### config.mk
export PLATFORM = sky130hd
export DESIGN_NAME = cec_device_address_table
export DESIGN_NICKNAME = d
export VERILOG_FILES = /design/src/rtl/core/cdat_pkg.sv /design/src/rtl/core/cdat_port_derive.sv /design/src/rtl/core/cdat_table.sv /design/src/rtl/core/cec_device_address_table.sv
export SDC_FILE = /design/constraint.sdc
export NUM_CORES = 1
export LEC_CHECK = 0
export BUFFER_PORTS_ARGS = -buffer_cell sky130_fd_sc_hd__buf_4
export CAP_MARGIN = 20
export CORE_ASPECT_RATIO = 0.7
export CORE_UTILIZATION = 30
export DETAILED_ROUTE_END_ITERATION = 8
export PLACE_DENSITY = 0.47
export SLEW_MARGIN = 5
export SYNTH_ARGS = -nofsm -noshare
export SYNTH_HDL_FRONTEND = slang
export SYNTH_SLANG_ARGS = --single-unit
### constraint.sdc
create_clock -name i_clk -period 19.4 [get_ports i_clk]
set_clock_uncertainty 0.05 [all_clocks]
set_input_delay 4.85 -clock i_clk [delete_from_list [all_inputs] [get_ports i_clk]]
set_output_delay 4.85 -clock i_clk [all_outputs]
set_load 0.005 [all_outputs]
### src/rtl/core/cdat_pkg.sv
// Shared types and constants for the CEC device address table.
`default_nettype none

package cdat_pkg;

    localparam int ADDR_W = 16;
    localparam int IDX_W  = 4;
    localparam int PORT_W = 4;

    localparam logic [ADDR_W-1:0] DISABLED_ADDR = 16'hFFFF;

    typedef enum logic [1:0] {
        ACT_WRITE  = 2'd0,
        ACT_REMOVE = 2'd1,
        ACT_LOOKUP = 2'd2,
        ACT_READ   = 2'd3
    } t_action;

    typedef struct packed {
        t_action              action;
        logic [IDX_W-1:0]     entry_index;
        logic [ADDR_W-1:0]    new_physical;
        logic [PORT_W-1:0]    port_number;
    } t_req;

    typedef struct packed {
        logic                 found;
        logic [IDX_W-1:0]     found_index;
        logic [ADDR_W-1:0]    entry_address;
    } t_table_res;

endpackage

`default_nettype wire

### src/rtl/core/cdat_port_derive.sv
// Child physical address derivation from the own address and a port number.
`default_nettype none

module cdat_port_derive (
    input  logic [cdat_pkg::ADDR_W-1:0] i_own,
    input  logic [cdat_pkg::PORT_W-1:0] i_port,
    output logic [cdat_pkg::ADDR_W-1:0] o_port_address,
    output logic                        o_can_extend
);

    logic [3:0] zero_nib;   // bit 0 is the top nibble
    logic       ext;

    always_comb begin
        zero_nib[0] = (i_own[15:12] == 4'h0);
        zero_nib[1] = (i_own[11:8]  == 4'h0);
        zero_nib[2] = (i_own[7:4]   == 4'h0);
        zero_nib[3] = (i_own[3:0]   == 4'h0);
        // no nonzero nibble after a zero one, and the last nibble is zero
        ext = zero_nib[3] && (!zero_nib[0] || zero_nib[1])
              && (!zero_nib[1] || zero_nib[2]) && (!zero_nib[2] || zero_nib[3]);

        if (!ext) begin
            o_port_address = cdat_pkg::DISABLED_ADDR;
        end else if (zero_nib[0]) begin
            // all zero: port goes into the top nibble
            o_port_address = {i_port, 12'h000};
        end else if (zero_nib[1]) begin
            o_port_address = {i_own[15:12], i_port, 8'h00};
        end else if (zero_nib[2]) begin
            o_port_address = {i_own[15:8], i_port, 4'h0};
        end else begin
            o_port_address = {i_own[15:4], i_port};
        end
        o_can_extend = ext;
    end

endmodule

`default_nettype wire

### src/rtl/core/cdat_table.sv
// Address table storage with write, remove, read and parallel lookup.
`default_nettype none

module cdat_table #(
    parameter int ENTRIES = 16
) (
    input  logic                        i_clk,
    input  logic                        i_rst_n,
    input  logic                        i_fire,
    input  cdat_pkg::t_req              i_req,
    input  logic [cdat_pkg::ADDR_W-1:0] i_port_address,
    output cdat_pkg::t_table_res        o_res
);

    localparam int SEL_W = (ENTRIES > 1) ? $clog2(ENTRIES) : 1;

    logic [cdat_pkg::ADDR_W-1:0] r_table [ENTRIES];

    logic             idx_ok;
    logic [SEL_W-1:0] sel;

    assign idx_ok = ({1'b0, i_req.entry_index} < 5'(ENTRIES));
    assign sel    = i_req.entry_index[SEL_W-1:0];

    always_ff @(posedge i_clk) begin
        if (!i_rst_n) begin
            for (int i = 0; i < ENTRIES; i++) begin
                r_table[i] <= cdat_pkg::DISABLED_ADDR;
            end
        end else if (i_fire && idx_ok) begin
            if (i_req.action == cdat_pkg::ACT_WRITE) begin
                r_table[sel] <= i_req.new_physical;
            end else if (i_req.action == cdat_pkg::ACT_REMOVE) begin
                r_table[sel] <= cdat_pkg::DISABLED_ADDR;
            end
        end
    end

    always_comb begin
        o_res.found         = 1'b0;
        o_res.found_index   = '0;
        o_res.entry_address = cdat_pkg::DISABLED_ADDR;

        if (i_req.action == cdat_pkg::ACT_LOOKUP
                && i_port_address != cdat_pkg::DISABLED_ADDR) begin
            // descending scan leaves the lowest match
            for (int i = ENTRIES - 1; i >= 0; i--) begin
                if (r_table[i] == i_port_address) begin
                    o_res.found       = 1'b1;
                    o_res.found_index = 4'(i);
                end
            end
        end

        if (idx_ok) begin
            unique case (i_req.action) inside
                cdat_pkg::ACT_WRITE:  o_res.entry_address = i_req.new_physical;
                cdat_pkg::ACT_REMOVE: o_res.entry_address = cdat_pkg::DISABLED_ADDR;
                cdat_pkg::ACT_LOOKUP,
                cdat_pkg::ACT_READ:   o_res.entry_address = r_table[sel];
                default:              o_res.entry_address = cdat_pkg::DISABLED_ADDR;
            endcase
        end
    end

endmodule

`default_nettype wire

### src/rtl/core/cec_device_address_table.sv
// Top level of the CEC device address table: request and result registers.
// Each request passes the request register, then the result register; an output stall holds it back.
// Throughput: one request per cycle unless the output stalls; the table is
// updated as a request leaves the request register, so the next request already sees it.
// Reset (synchronous, active low): all table entries and the own address
// become FFFF, both pipeline registers empty.
`default_nettype none

module cec_device_address_table #(
    parameter int ENTRIES = 16
) (
    input  logic                        i_clk,
    input  logic                        i_rst_n,
    input  logic                        i_cfg_valid,
    output logic                        o_cfg_ready,
    input  logic [cdat_pkg::ADDR_W-1:0] i_cfg_data,
    input  logic                        i_in_valid,
    output logic                        o_in_stall,
    input  logic [1:0]                  i_action,
    input  logic [cdat_pkg::IDX_W-1:0]  i_entry_index,
    input  logic [cdat_pkg::ADDR_W-1:0] i_new_physical,
    input  logic [cdat_pkg::PORT_W-1:0] i_port_number,
    output logic                        o_out_valid,
    input  logic                        i_out_stall,
    output logic                        o_found,
    output logic [cdat_pkg::IDX_W-1:0]  o_found_index,
    output logic [cdat_pkg::ADDR_W-1:0] o_entry_address,
    output logic [cdat_pkg::ADDR_W-1:0] o_port_address,
    output logic                        o_can_extend
);

    logic [cdat_pkg::ADDR_W-1:0] r_own;
    logic                        r_req_valid;
    cdat_pkg::t_req              r_req;
    logic                        r_out_valid;
    cdat_pkg::t_table_res        r_res;
    logic [cdat_pkg::ADDR_W-1:0] r_port_address;
    logic                        r_can_extend;

    logic                        out_free;
    logic                        fire;
    logic                        in_take;
    logic [cdat_pkg::ADDR_W-1:0] port_address;
    logic                        can_extend;
    cdat_pkg::t_table_res        tab_res;

    assign o_cfg_ready = 1'b1;
    assign out_free    = !r_out_valid || !i_out_stall;
    assign fire        = r_req_valid && out_free;
    assign o_in_stall  = r_req_valid && !out_free;
    assign in_take     = i_in_valid && !o_in_stall;

    always_ff @(posedge i_clk) begin
        if (!i_rst_n) begin
            r_own <= cdat_pkg::DISABLED_ADDR;
        end else if (i_cfg_valid && o_cfg_ready) begin
            r_own <= i_cfg_data;
        end
    end

    always_ff @(posedge i_clk) begin
        if (!i_rst_n) begin
            r_req_valid <= 1'b0;
            r_out_valid <= 1'b0;
        end else begin
            if (in_take) begin
                r_req_valid <= 1'b1;
            end else if (fire) begin
                r_req_valid <= 1'b0;
            end
            if (fire) begin
                r_out_valid <= 1'b1;
            end else if (out_free) begin
                r_out_valid <= 1'b0;
            end
        end
    end

    always_ff @(posedge i_clk) begin
        if (in_take) begin
            r_req.action       <= cdat_pkg::t_action'(i_action);
            r_req.entry_index  <= i_entry_index;
            r_req.new_physical <= i_new_physical;
            r_req.port_number  <= i_port_number;
        end
        if (fire) begin
            r_res          <= tab_res;
            r_port_address <= port_address;
            r_can_extend   <= can_extend;
        end
    end

    cdat_port_derive u_derive (
        .i_own          (r_own),
        .i_port         (r_req.port_number),
        .o_port_address (port_address),
        .o_can_extend   (can_extend)
    );

    cdat_table #(
        .ENTRIES (ENTRIES)
    ) u_table (
        .i_clk          (i_clk),
        .i_rst_n        (i_rst_n),
        .i_fire         (fire),
        .i_req          (r_req),
        .i_port_address (port_address),
        .o_res          (tab_res)
    );

    assign o_out_valid     = r_out_valid;
    assign o_found         = r_res.found;
    assign o_found_index   = r_res.found_index;
    assign o_entry_address = r_res.entry_address;
    assign o_port_address  = r_port_address;
    assign o_can_extend    = r_can_extend;

`ifndef NO_ASSERTIONS
    a_reset_empty: assert property (@(posedge i_clk)
        !i_rst_n |=> !o_out_valid && !o_in_stall)
        else $error("pipeline not empty after reset");

    a_found_addr: assert property (@(posedge i_clk) disable iff (!i_rst_n)
        o_out_valid && o_found |-> o_port_address != cdat_pkg::DISABLED_ADDR)
        else $error("match reported on disabled address");

    a_no_index: assert property (@(posedge i_clk) disable iff (!i_rst_n)
        o_out_valid && !o_found |-> o_found_index == '0)
        else $error("found_index nonzero without a match");

    a_no_extend: assert property (@(posedge i_clk) disable iff (!i_rst_n)
        o_out_valid && !o_can_extend |-> o_port_address == cdat_pkg::DISABLED_ADDR)
        else $error("port address derived from non-extendable own address");

    a_fire_result: assert property (@(posedge i_clk) disable iff (!i_rst_n)
        fire |=> o_out_valid)
        else $error("request left without producing a result");
`endif

endmodule

`default_nettype wire

# After elaboration in Yosys (flattened, before gate mapping)
# Memory sizes are Yosys's and may differ from the RTL's. A register that Yosys moved wholly into a read port is not among the register bits.
# Cells that the tools add are included.
[word_totals]
register_bits = 82
mem_bits_rw = 256
input_bits = 47
out_inout_bits = 41
elab_cells = 109
memories = 1
[mem_list]
columns = ["name", "words", "word_bits", "rd", "rd_clocked_by_memory_dff", "wr", "line_no", "rtl"]
rows = [
  ["u_table.r_table", 16, 16, 17, 1, 16, "cdat_table.sv:17", "logic [cdat_pkg::ADDR_W-1:0] r_table [ENTRIES];"],
]
[classes]
n_eq_ne = 20
muxes = 40
n_bitwise = 2
reduce_logical = 31
[op_table]
columns = ["operator", "n"]
rows = [
  ["16-bit equality test", 16],
  ["5-bit 2-to-1 mux", 16],
  ["16-bit 2-to-1 mux", 4],
  ["16-bit one-hot mux with 2 select lines", 1],
  ["4-bit zero test", 4],
  ["16-bit inequality test (second input constant)", 1],
  ["16-bit OR reduction", 1],
  ["1-bit 2-to-1 mux", 15],
  ["12-bit 2-to-1 mux", 1],
  ["9-bit OR reduction", 1],
  ["4-bit 2-to-1 mux", 2],
  ["8-bit 2-to-1 mux", 1],
  ["1-bit logical AND", 7],
  ["1-bit zero test", 7],
  ["5-bit OR reduction", 1],
  ["2-bit equality test (second input constant)", 2],
  ["1-bit logical OR", 4],
  ["2-bit nonzero test", 2],
  ["2-bit OR reduction", 2],
  ["3-bit OR reduction", 1],
  ["2-bit by 1-bit equality test with 1-bit output (second input constant)", 1],
  ["2-bit zero test", 1],
  ["1-bit NOT", 1],
  ["1-bit OR", 1],
]

# Longest topological paths before layout
# Gate-level depths: netlist of the first run.
[logic_depth]
depth_word = 24
depth_mapped = 14
ltp_nobuf = 11

# Hierarchy
# A second synthesis of the first run with hierarchy kept.
[hier_totals]
cells_unflattened = 1346
area_unflattened_um2 = 17371.7
[modules_own_cells]
columns = ["mod", "n_inst", "cells_per_inst", "area_per_inst_um2", "seq_area_each_um2"]
rows = [
  ["cdat_table", 1, 1167, 14422.6, 7687.4],
  ["cec_device_address_table", 1, 126, 2593.7, 2282.2],
  ["cdat_port_derive", 1, 53, 355.3, 0.0],
]

# Least setup slack after synthesis of the first run
# No wires, ideal clock.
[synth_path]
kind = "in2reg"
start = "input port i_out_stall"
end = "memory u_table.r_table[2][0] in the netlist's numbering (enable)"
setup_ns = 0.411
t_arrival_ns = 9.999
required_ns = 18.939
path_slack_ns = 8.940
stages = 5
path_buffers = 1
cell_sequence = "a21boi_0 -> and3b_1 -> or3b_2 -> clkbuf_1 -> o21ai_0"
[synth_lines]
columns = ["element", "line_no", "rtl"]
rows = [
  ["start, declared", "cec_device_address_table.sv:24", "input logic i_out_stall,"],
  ["end, declared", "cdat_table.sv:17", ""],
]

# Final worst setup path of the first run
[layout_path]
start = "input port i_out_stall"
end = "output port o_in_stall"
[layout_via]
elab_chain_cells = 4
[layout_rtl]
columns = ["element", "line_no", "rtl"]
rows = [
  ["1-bit zero test", "cec_device_address_table.sv:48", "assign out_free = !r_out_valid || !i_out_stall;"],
  ["1-bit logical OR", "cec_device_address_table.sv:48", ""],
  ["1-bit zero test", "cec_device_address_table.sv:50", "assign o_in_stall = r_req_valid && !out_free;"],
  ["1-bit logical AND", "cec_device_address_table.sv:50", ""],
  ["end, declared", "cec_device_address_table.sv:18", "output logic o_in_stall,"],
]
# No other way between the ends.

==> results of run 1 <==
## Yosys cell counts, types with 16 or more instances
library cell  count  area share (%)
buf_2            25            0.72
clkbuf_1         51             1.1
dfxtp_1          22             2.5
edfxtp_1        320              55
mux2i_1          16            0.92
mux4_2           80              10
nand2_1         309             6.7
nand4_1          33             1.2
nor2_1           50             1.1
nor3_1           35             1.0
nor4_1           31             1.1
o21ai_0          36             1.0
xnor2_1         101             5.1
xor2_1          151             7.6
## where the power goes
group,internal [W],switching [W]
logic,0.0000403,0.0000735
clock network,0.000409,0.000303
registers,0.000818,0.0000159
## routing by layer
metal	up-vias	global-route usage, %	part of all wire, %
li1	5158	-	-
met1	6056	29.8	47
met2	511	27.9	41
met3	62	7.70	11
met4	2	5.53	2.0
met5	-	0	0.021
## flip-flops by register name, summed over array words and instances (netlist names), named ones only
| signal | cells |
|---|---|
| o_found | 1 |
| r_req | 26 |
| o_out_valid | 1 |
| o_found_index | 4 |
| o_can_extend | 1 |
| o_port_address | 16 |
| r_req_valid | 1 |
| o_entry_address | 16 |
| r_own | 16 |
| u_table.r_table | 256 |
## stage by stage
step	hold WS [ps]	cell area, µm²	util, %
2_1_floorplan	416	17400	-
3_3_place_gp	440	19100	33.4
3_5_place_dp	453	19100	33.4
4_1_cts	467	20300	35.5
5_1_grt	494	20300	35.6
6_report	463	20300	35.6
## worst max path at each step
stage | startpoint | endpoint | slack (ps) | cells after the start
floorplan | i_out_stall | u_table.r_table[2][0] | 8940 | 5
global placement | i_out_stall | o_in_stall | 9200 | 3
detailed placement | i_out_stall | o_in_stall | 9190 | 3
CTS | i_out_stall | o_in_stall | 9180 | 3
global route | i_out_stall | o_in_stall | 9170 | 3
finish | i_out_stall | o_in_stall | 9190 | 3
## final cells by class
type / count / area [µm²] / area share [%]
tap: 750 / 938 / 4.61
antenna: 3 / 7.51 / 0.0369
timing repair buffer: 143 / 1110 / 5.44
multi-input combinational: 939 / 7040 / 34.6
clock buffer: 51 / 1060 / 5.21
inverter: 3 / 11.3 / 0.0553
sequential: 342 / 10100 / 49.4
clock inverter: 16 / 126 / 0.621
## worst reg2reg max path, stage by stage (launching register included)
cell and delay [ps]:
dfxtp_1 380, or4_1 650, a21oi_1 660, nand2_1 610, buf_4 390, xor2_1 170, nor3_1 180, nand4_1 260
o31ai_1 920, nor3_1 370, and3b_1 300
## layout by cell type, fill, tap and decap left out, drive strengths merged, types with 4 or more instances in the layout
master / synthesis / final
mux2i: 17 / 17
nor3: 35 / 35
nor4: 34 / 34
o21ai: 41 / 41
mux4: 80 / 80
nor4b: 11 / 11
a21oi: 8 / 8
or2: 4 / 4
dfxtp: 22 / 22
edfxtp: 320 / 320
xor2: 151 / 151
clkinv: 0 / 12
nor2: 50 / 50
nand4: 33 / 33
or4: 7 / 7
nand3: 12 / 12
nand2: 312 / 312
xnor2: 101 / 101
inv: 3 / 4
nand2b: 10 / 10
buf: 41 / 142
clkbuf: 51 / 52
## kinds of logic (layout without fill, tap and decap cells)
family | Yosys count | count (layout) | share of synthesized area (%)
XOR/XNOR | 252 | 252 | 12.7
multiplexers | 97 | 97 | 11.4
buffers and inverters | 95 | 213 | 2.25
AO/OA/AOI/OAI | 66 | 66 | 2.19
other | 1 | 4 | 0.0215
flip-flops | 342 | 342 | 57.7
AND/OR/NAND/NOR | 523 | 523 | 13.8
==> metrics.cfg, run 1 <==
[outcome]
outcome=finished, final reports clean

[synth]
syn_nets=1423
synthDistinctLibCells=51
ys_warn_count=0
avgSynthCellArea_um2=12.7
ys_seq_area_share_pct=57.7
syn-instance-count=1376
synth_area_um2=17400
synth-main-ff-cell=edfxtp_1
yosys_register_bits=342
synth-edff-count=320
ys_async_sr_fraction_pct=0

[sta]
slew-limit-headroom_pct=30.3
setup_viol=0
fin_crit_sh_pct=52.6
setup_slack_ps=9190
maxSlewViolCount=0
max_freq_mhz=97.9
rsz0062_at_grt=false
fin_crit_ps=10210
fin_tns_setup_ps=0
finalHoldViolations=0
worst_slew_pin_slew_ps=1040

[critical_path]
worstPathRequired_ps=14500
crit_top_cell=buf_4
r2r-start=r_own[8]
critPathBufInv=2
crit_path_max_incr_delay_ps=200
r2r_cells=10
regToRegEndpoint=o_found_index[3]
criticalPathCategory=in2out
start_kind=primary input
cp_cell_sequence=buf_4, and3_1, buf_4
cpLargestDelayFamily=buffers and inverters
rrSetupSlack_ps=14340
cp.arrival_ps=5310
end_kind=output port
crit_path_top_delay_cell=and3_1
path_max_fanout=3

[placement]
place_ws_ps=9190
portBuffers=86
gp_congestion=0.885
hpwl_mm=41.2
dp.cells=2173

[power_and_ir_drop]
p_leak_nw=5.77
peakVddDrop_v=0.0000604
fin_total_pwr_w=0.00166
power.density_nw_per_um2=81.6

[routing]
drt-total-wl_mm=60.8
drt-pass1-iter-count=5
drcViolationCount=0
wl_per_cell_um=27.1
final_antenna_net_count=0
avgViaCountPerCell=5.25
vias=11789
drt_iter0_markers=1284

[final_layout]
drive_gt1_share_pct=20.4
nNetsFinal=1513
num-fill-cells=5540
syn_to_final_growth_pct=16.8
layoutNonFillerInstCount=2247

[hold_path]
hold_end=o_out_valid
min_from=r_req_valid
hp-class=reg2reg
worstHoldPathCells=2

[die]
fp.coreArea_um2=57100
start_util_pct=30.5
pin_count=88
die-height_um=204
die_w_um=290
rows=73
die_area_um2=59000

[run]
maxCapViolCount=0

[clocking]
clkSinkCount=342
cts_resized=0
cts_buffer_depth=3
cts_setup_buffers=0
cts_buffers=37
clk_latency_ps=550
htreeDepth=2
clk_transition_reported_paths_ps=60
hold_buffers=0
tritoncts=yes
ctsRootBufferMaster=clkbuf_16

[global_routing]
grt_pass1_wl_mm=85.6
antenna_found_initial=4
grt_max_degree=57
gr-total-overflow=0
grt_pass1_vias=11313
gr-usage-all-layers_pct=20.4

No activity file was read; power rests on OpenSTA's default activity.
==> inputs of run 2 (changes only) <==
clock period = 10.7 ns   (was 19.4 ns; I/O delays follow)
==> run 2 against run 1 <==
Against the previous run:
- global-route usage is 0.32 points higher
- non-clock buffer count stayed put
- flip-flop and latch count stayed put
- via count is 1.1% higher
- final cell count hardly changed
- worst setup slack worse by 4300 ps
- first-iteration DRC count is 6.9% higher
- critical path depth stayed put
- largest cell class unchanged
==> metrics.cfg, run 2 (same netlist as run 1, synthesis figures left out) <==
[sta]
max_freq_mhz=171
maxSlewViolCount=0
setup_slack_ps=4840
fin_crit_ps=5860
setup_viol=0
worst_slew_pin_slew_ps=1070
fin_tns_setup_ps=0
slew-limit-headroom_pct=28.9
rsz0062_at_grt=false
finalHoldViolations=0
fin_crit_sh_pct=54.8

[final_layout]
reg_top3=u_table.r_table: 256 flops, r_req: 26 flops
syn_to_final_growth_pct=16.3
num-fill-cells=5540
layout_common_cells=edfxtp_1 (320), nand2_1 (309), xor2_1 (151)
drive_gt1_share_pct=19.8
top_register=u_table.r_table
largest_reg_flops=256
nNetsFinal=1513
fin_area_um2=20300
layoutNonFillerInstCount=2246
final_common_cell=edfxtp_1

[clocking]
clk_latency_ps=550
cts_setup_buffers=0
cts_buffers=37
htreeDepth=2
hold_buffers=0
clk_transition_reported_paths_ps=60
clkSinkCount=342
cts_resized=0
tritoncts=yes
ctsRootBufferMaster=clkbuf_16
cts_buffer_depth=3

[critical_path]
end_kind=output port
crit_path_max_incr_delay_ps=200
start_kind=primary input
cp_cell_sequence=buf_4, and3_1, buf_4
endpoint=o_in_stall
rrSetupSlack_ps=6010
path_max_fanout=3
crit_top_cell=buf_4
r2r_cells=11
worstPathRequired_ps=7980
crit_start=i_out_stall
regToRegEndpoint=o_found_index[1]
criticalPathCategory=in2out
r2r-start=r_own[7]
cp.arrival_ps=3140
crit_path_top_delay_cell=and3_1

[routing]
wl_per_cell_um=27.5
drt_iter0_markers=1373
avgViaCountPerCell=5.31
drt-total-wl_mm=61.8
final_antenna_net_count=0
drcViolationCount=0
vias=11922
drt-pass1-iter-count=7

[placement]
dp.cells=2175
hpwl_mm=42.1
place_ws_ps=4340
gp_congestion=0.862
portBuffers=86
placed_cell_area_um2=19100

[outcome]
outcome=finished, final reports clean

[die]
rows=73
fp.coreArea_um2=57100
die-height_um=204
start_util_pct=30.5
pin_count=88
die_w_um=290
die_area_um2=59000

[hold_path]
hp-class=reg2reg

[power_and_ir_drop]
p_leak_nw=5.74
power.density_nw_per_um2=147
peakVddDrop_v=0.0000912

[global_routing]
gr-total-overflow=0
grt_pass1_wl_mm=87.1
grt_pass1_vias=11604
gr-usage-all-layers_pct=20.8
grt_max_degree=42
antenna_found_initial=3

[run]
maxCapViolCount=0

[run 2: worst max-delay path, delay by kind of cell]
| family | cells | cell delay [ps] |
|---|---|---|
| buffers and inverters | 2 | 270 |
| and+or+nand+nor | 1 | 200 |
[run 2: metal layers]
| metal | track usage [%] | share of wire [%] | routed length (µm) | up-vias |
|---|---|---|---|---|
| li1 | - | - | - | 5165 |
| met1 | 30.1 | 46 | 28200 | 6110 |
| met2 | 28.6 | 40 | 24700 | 567 |
| met3 | 7.94 | 12 | 7390 | 78 |
| met4 | 4.96 | 2.0 | 1260 | 2 |
| met5 | 1.87 | 0.24 | 151 | - |
[run 2: power by group]
group | total, W | switching [W] | internal (W)
clock network | 0.00126 | 0.000544 | 0.000717
logic | 0.000205 | 0.000132 | 0.0000729
registers | 0.00152 | 0.0000333 | 0.00148
total | 0.00298 | 0.000709 | 0.00227
[run 2: area by class of cell]
class                   instances  area, µm²  share of cell area, %
repair buffers                143       1070                   5.29
clock buffers                  52       1020                   5.06
clock inverters                16        121                  0.599
flip-flops and latches        342      10100                   49.6
inverters                       3       11.3                 0.0556
well taps                     750        938                   4.63
diodes                          1       2.50                 0.0124
multi-input cells             939       7030                   34.7
[run 2: how the worst min path moves through the flow]
stage                     depth (start not counted)        start     endpoint  slack [ps]
after global placement                            2     r_own[0]     r_own[0]         450
final                                             2     r_own[1]     r_own[1]         470
after CTS                                         2  r_req_valid  o_out_valid         470
after global routing                              2     r_own[1]     r_own[1]         500
after floorplan                                   2  r_req_valid  o_out_valid         420
after detailed placement                          2     r_own[1]     r_own[1]         460
[run 2: through the flow]
stage               total power, W  util [%]  hold WS (ps)
finish                     0.00298      35.5           467
CTS                        0.00300      35.5           466
floorplan                  0.00164         -           416
detailed placement         0.00175      33.5           460
global route               0.00307      35.5           496
global placement           0.00175      33.5           447
==> inputs of run 3 (changes only) <==
ABC_AREA = 1   (was unset)
clock period = 6.05 ns   (was 10.7 ns; I/O delays follow)
==> run 3 against run 2 <==
Against the previous run:
- register-to-register slack worse by 4100 ps
- critical path depth up 15
- sequential power up 77%
- synthesized cell count up 43%
- routed wire length up 10%
- via count up 25%
- global-route usage up 0.86 points
- total power up 91%
- clock power up 94%
- sequential share of layout area down 2.5 points
- critical path type is now reg2reg
- critical endpoint is now o_found_index[0]
- largest cell class unchanged
==> metrics.cfg, run 3 <==
[outcome]
outcome=finished, final reports clean

[final_layout]
num-fill-cells=6074
largest_reg_flops=256
multiInputGateArea_um2=7320
layout_common_cells=nand2_1 (464), edfxtp_1 (320), nor2_1 (161)
regArea_um2=10100
reg_top3=u_table.r_table: 256 flops, r_req: 26 flops
drive_gt1_share_pct=12.9
syn_to_final_growth_pct=16.1
final_common_cell=nand2_1
nNetsFinal=2076
antenna_cells=0
fin_util_pct=35.4
top_register=u_table.r_table

[clocking]
tritoncts=yes
cts_buffers=39
cts_buffer_depth=3
cts_setup_buffers=0
clkSinkCount=342
clk_transition_reported_paths_ps=60
cts_resized=0
hold_buffers=0
ctsRootBufferMaster=clkbuf_16
clk_latency_ps=580
htreeDepth=2

[hold_path]
hp-class=reg2reg
hold_end=r_own[0]
min_from=r_own[0]
worstHoldPathCells=2

[power_and_ir_drop]
power.density_nw_per_um2=267
fin_total_pwr_w=0.00570
p_leak_nw=7.44
peakVddDrop_v=0.000184

[synth]
yosys-top-cells-area=edfxtp_1 (52%), nand2_1 (9.5%), xor2_1 (6.6%), o21ai_0 (4.7%), nor2_1 (3.6%)
syn_nets=2011
yosys-top-cells-count=nand2_1 (464), edfxtp_1 (320), nor2_1 (178), o21ai_0 (173), xor2_1 (139)
yosysTopAreaCell=edfxtp_1
yosys.cell_count.top_type=nand2_1
yosys_register_bits=342
ys_warn_count=0
avgSynthCellArea_um2=9.35
ys_async_sr_fraction_pct=0
syn-instance-count=1964
synth-main-ff-cell=edfxtp_1
synth_top_area_share_pct=52.3
synth_area_um2=18400
ys_seq_area_share_pct=54.7
synthDistinctLibCells=51
synth-edff-count=320

[routing]
drt-pass1-iter-count=6
wl_per_cell_um=23.7
avgViaCountPerCell=5.20
final_antenna_net_count=0
drcViolationCount=0
drt_iter0_markers=1902
drt-total-wl_mm=68.0
vias=14900

[global_routing]
grt_pass1_wl_mm=98.4
grt_max_degree=93
gr-total-overflow=0
antenna_found_initial=0
grt_pass1_vias=14030
gr-usage-all-layers_pct=21.6

[sta]
rsz0062_at_grt=false
slew-limit-headroom_pct=23.7
max_freq_mhz=243
setup_viol=0
worst_slew_pin_slew_ps=1140
maxSlewViolCount=0
finalHoldViolations=0
fin_crit_ps=4110
fin_hold_ws_ps=420
fin_crit_sh_pct=68.0
fin_tns_setup_ps=0

[critical_path]
end_kind=register
start_kind=register
regToRegEndpoint=o_found_index[0]
critPathBufInv=2
crit_path_top_delay_cell=nor4_1
rrSetupSlack_ps=1940
path_max_fanout=22
criticalPathCategory=reg2reg
cp_cell_sequence=nor2_1, nand2_1, nor2_2, buf_4, nand2_2, nor2_8, buf_4, nand2_2, xor2_1, nor4_1, nand4_1, nand2_1, nand2_1, nand2_1, nand2_1, nand2_1, nand2_1, a21oi_2
r2r_cells=18
cpLargestDelayFamily=simple AND/OR/NAND/NOR gates
worstPathRequired_ps=6430
cp.arrival_ps=4500
r2r-start=r_own[0]
crit_top_cell=nand2_1
crit_path_max_incr_delay_ps=550

[die]
die_area_um2=62200
fp.coreArea_um2=60200
pin_count=88
die-height_um=209
start_util_pct=30.5
die_w_um=298
rows=75

[placement]
gp_congestion=0.863
hpwl_mm=47.0
portBuffers=86

[run]
maxCapViolCount=0

[run 3: cell types whose count changed in the layout (fill, tap and decap cells not counted), moves of 80 or more]
| cell | before | now |
|---|---|---|
| mux4_2 | 80 | 0 |
| o21ai_0 | 24 | 157 |
| inv_1 | 3 | 127 |
| nor2_1 | 45 | 161 |
| nand2_1 | 309 | 464 |
| nand3_1 | 12 | 99 |
[run 3: report_power, final]
group	total, W	internal (W)	switching, W
Combinational	0.000558	0.000154	0.000404
Sequential	0.00269	0.00264	0.0000485
Clock	0.00245	0.00143	0.00102
Total	0.00570	0.00422	0.00148
[run 3: worst reg2reg max path: cells and delay by family, from the launching register on]
family                    cells  cell delay, ps
and+or+nand+nor              14            2570
buffers and inverters         2             630
xor gates and xnor gates      1             320
DFF                           1             310
AOI/OAI and AO/OA             1             120
[run 3: worst max-delay path by stage]
stage / startpoint / end / slack (ps) / cells after the start
2_1_floorplan: i_out_stall / u_table.r_table[12][0] / 400 / 8
3_3_place_gp: i_rst_n / u_table.r_table[2][10] / 1690 / 6
3_5_place_dp: i_rst_n / u_table.r_table[10][3] / 1640 / 6
4_1_cts: r_own[10] / o_found_index[0] / 1980 / 17
5_1_grt: r_own[10] / o_found_index[0] / 1740 / 17
6_report: r_own[0] / o_found_index[0] / 1940 / 18
[run 3: metal layers]
metal / vias up / GRT usage [%] / share of wire [%]
li1: 6838 / - / -
met1: 7278 / 33.8 / 47
met2: 711 / 29.5 / 40
met3: 73 / 4.74 / 11
met4: 0 / 5.38 / 2.0
met5: - / 0 / 0
[run 3: area by class of cell]
cell class	instances	area share, %
Multi-Input combinational cell	1368	34.3
Timing Repair Buffer	145	5.47
Clock inverter	21	1.16
Sequential cell	342	47.1
Inverter	133	2.35
Clock buffer	48	4.83
Tap cell	808	4.74
[run 3: logic make-up after synthesis]
family	after synthesis	share of synthesized area [%]
xor+xnor	184	8.81
flops	342	54.7
buf+inv	254	5.73
simple gates	851	20.2
compound gates	332	10.5
other cells	1	0.0204
[run 3: per-stage QoR]
stage / area, µm² / std cells / setup slack, ps
CTS: 21300 / 2860 / 1980
floorplan: 18400 / 1964 / 399
global placement: 19900 / 2784 / 1690
global route: 21300 / 2865 / 1740
finish: 21300 / 2865 / 1940
detailed placement: 20000 / 2791 / 1640
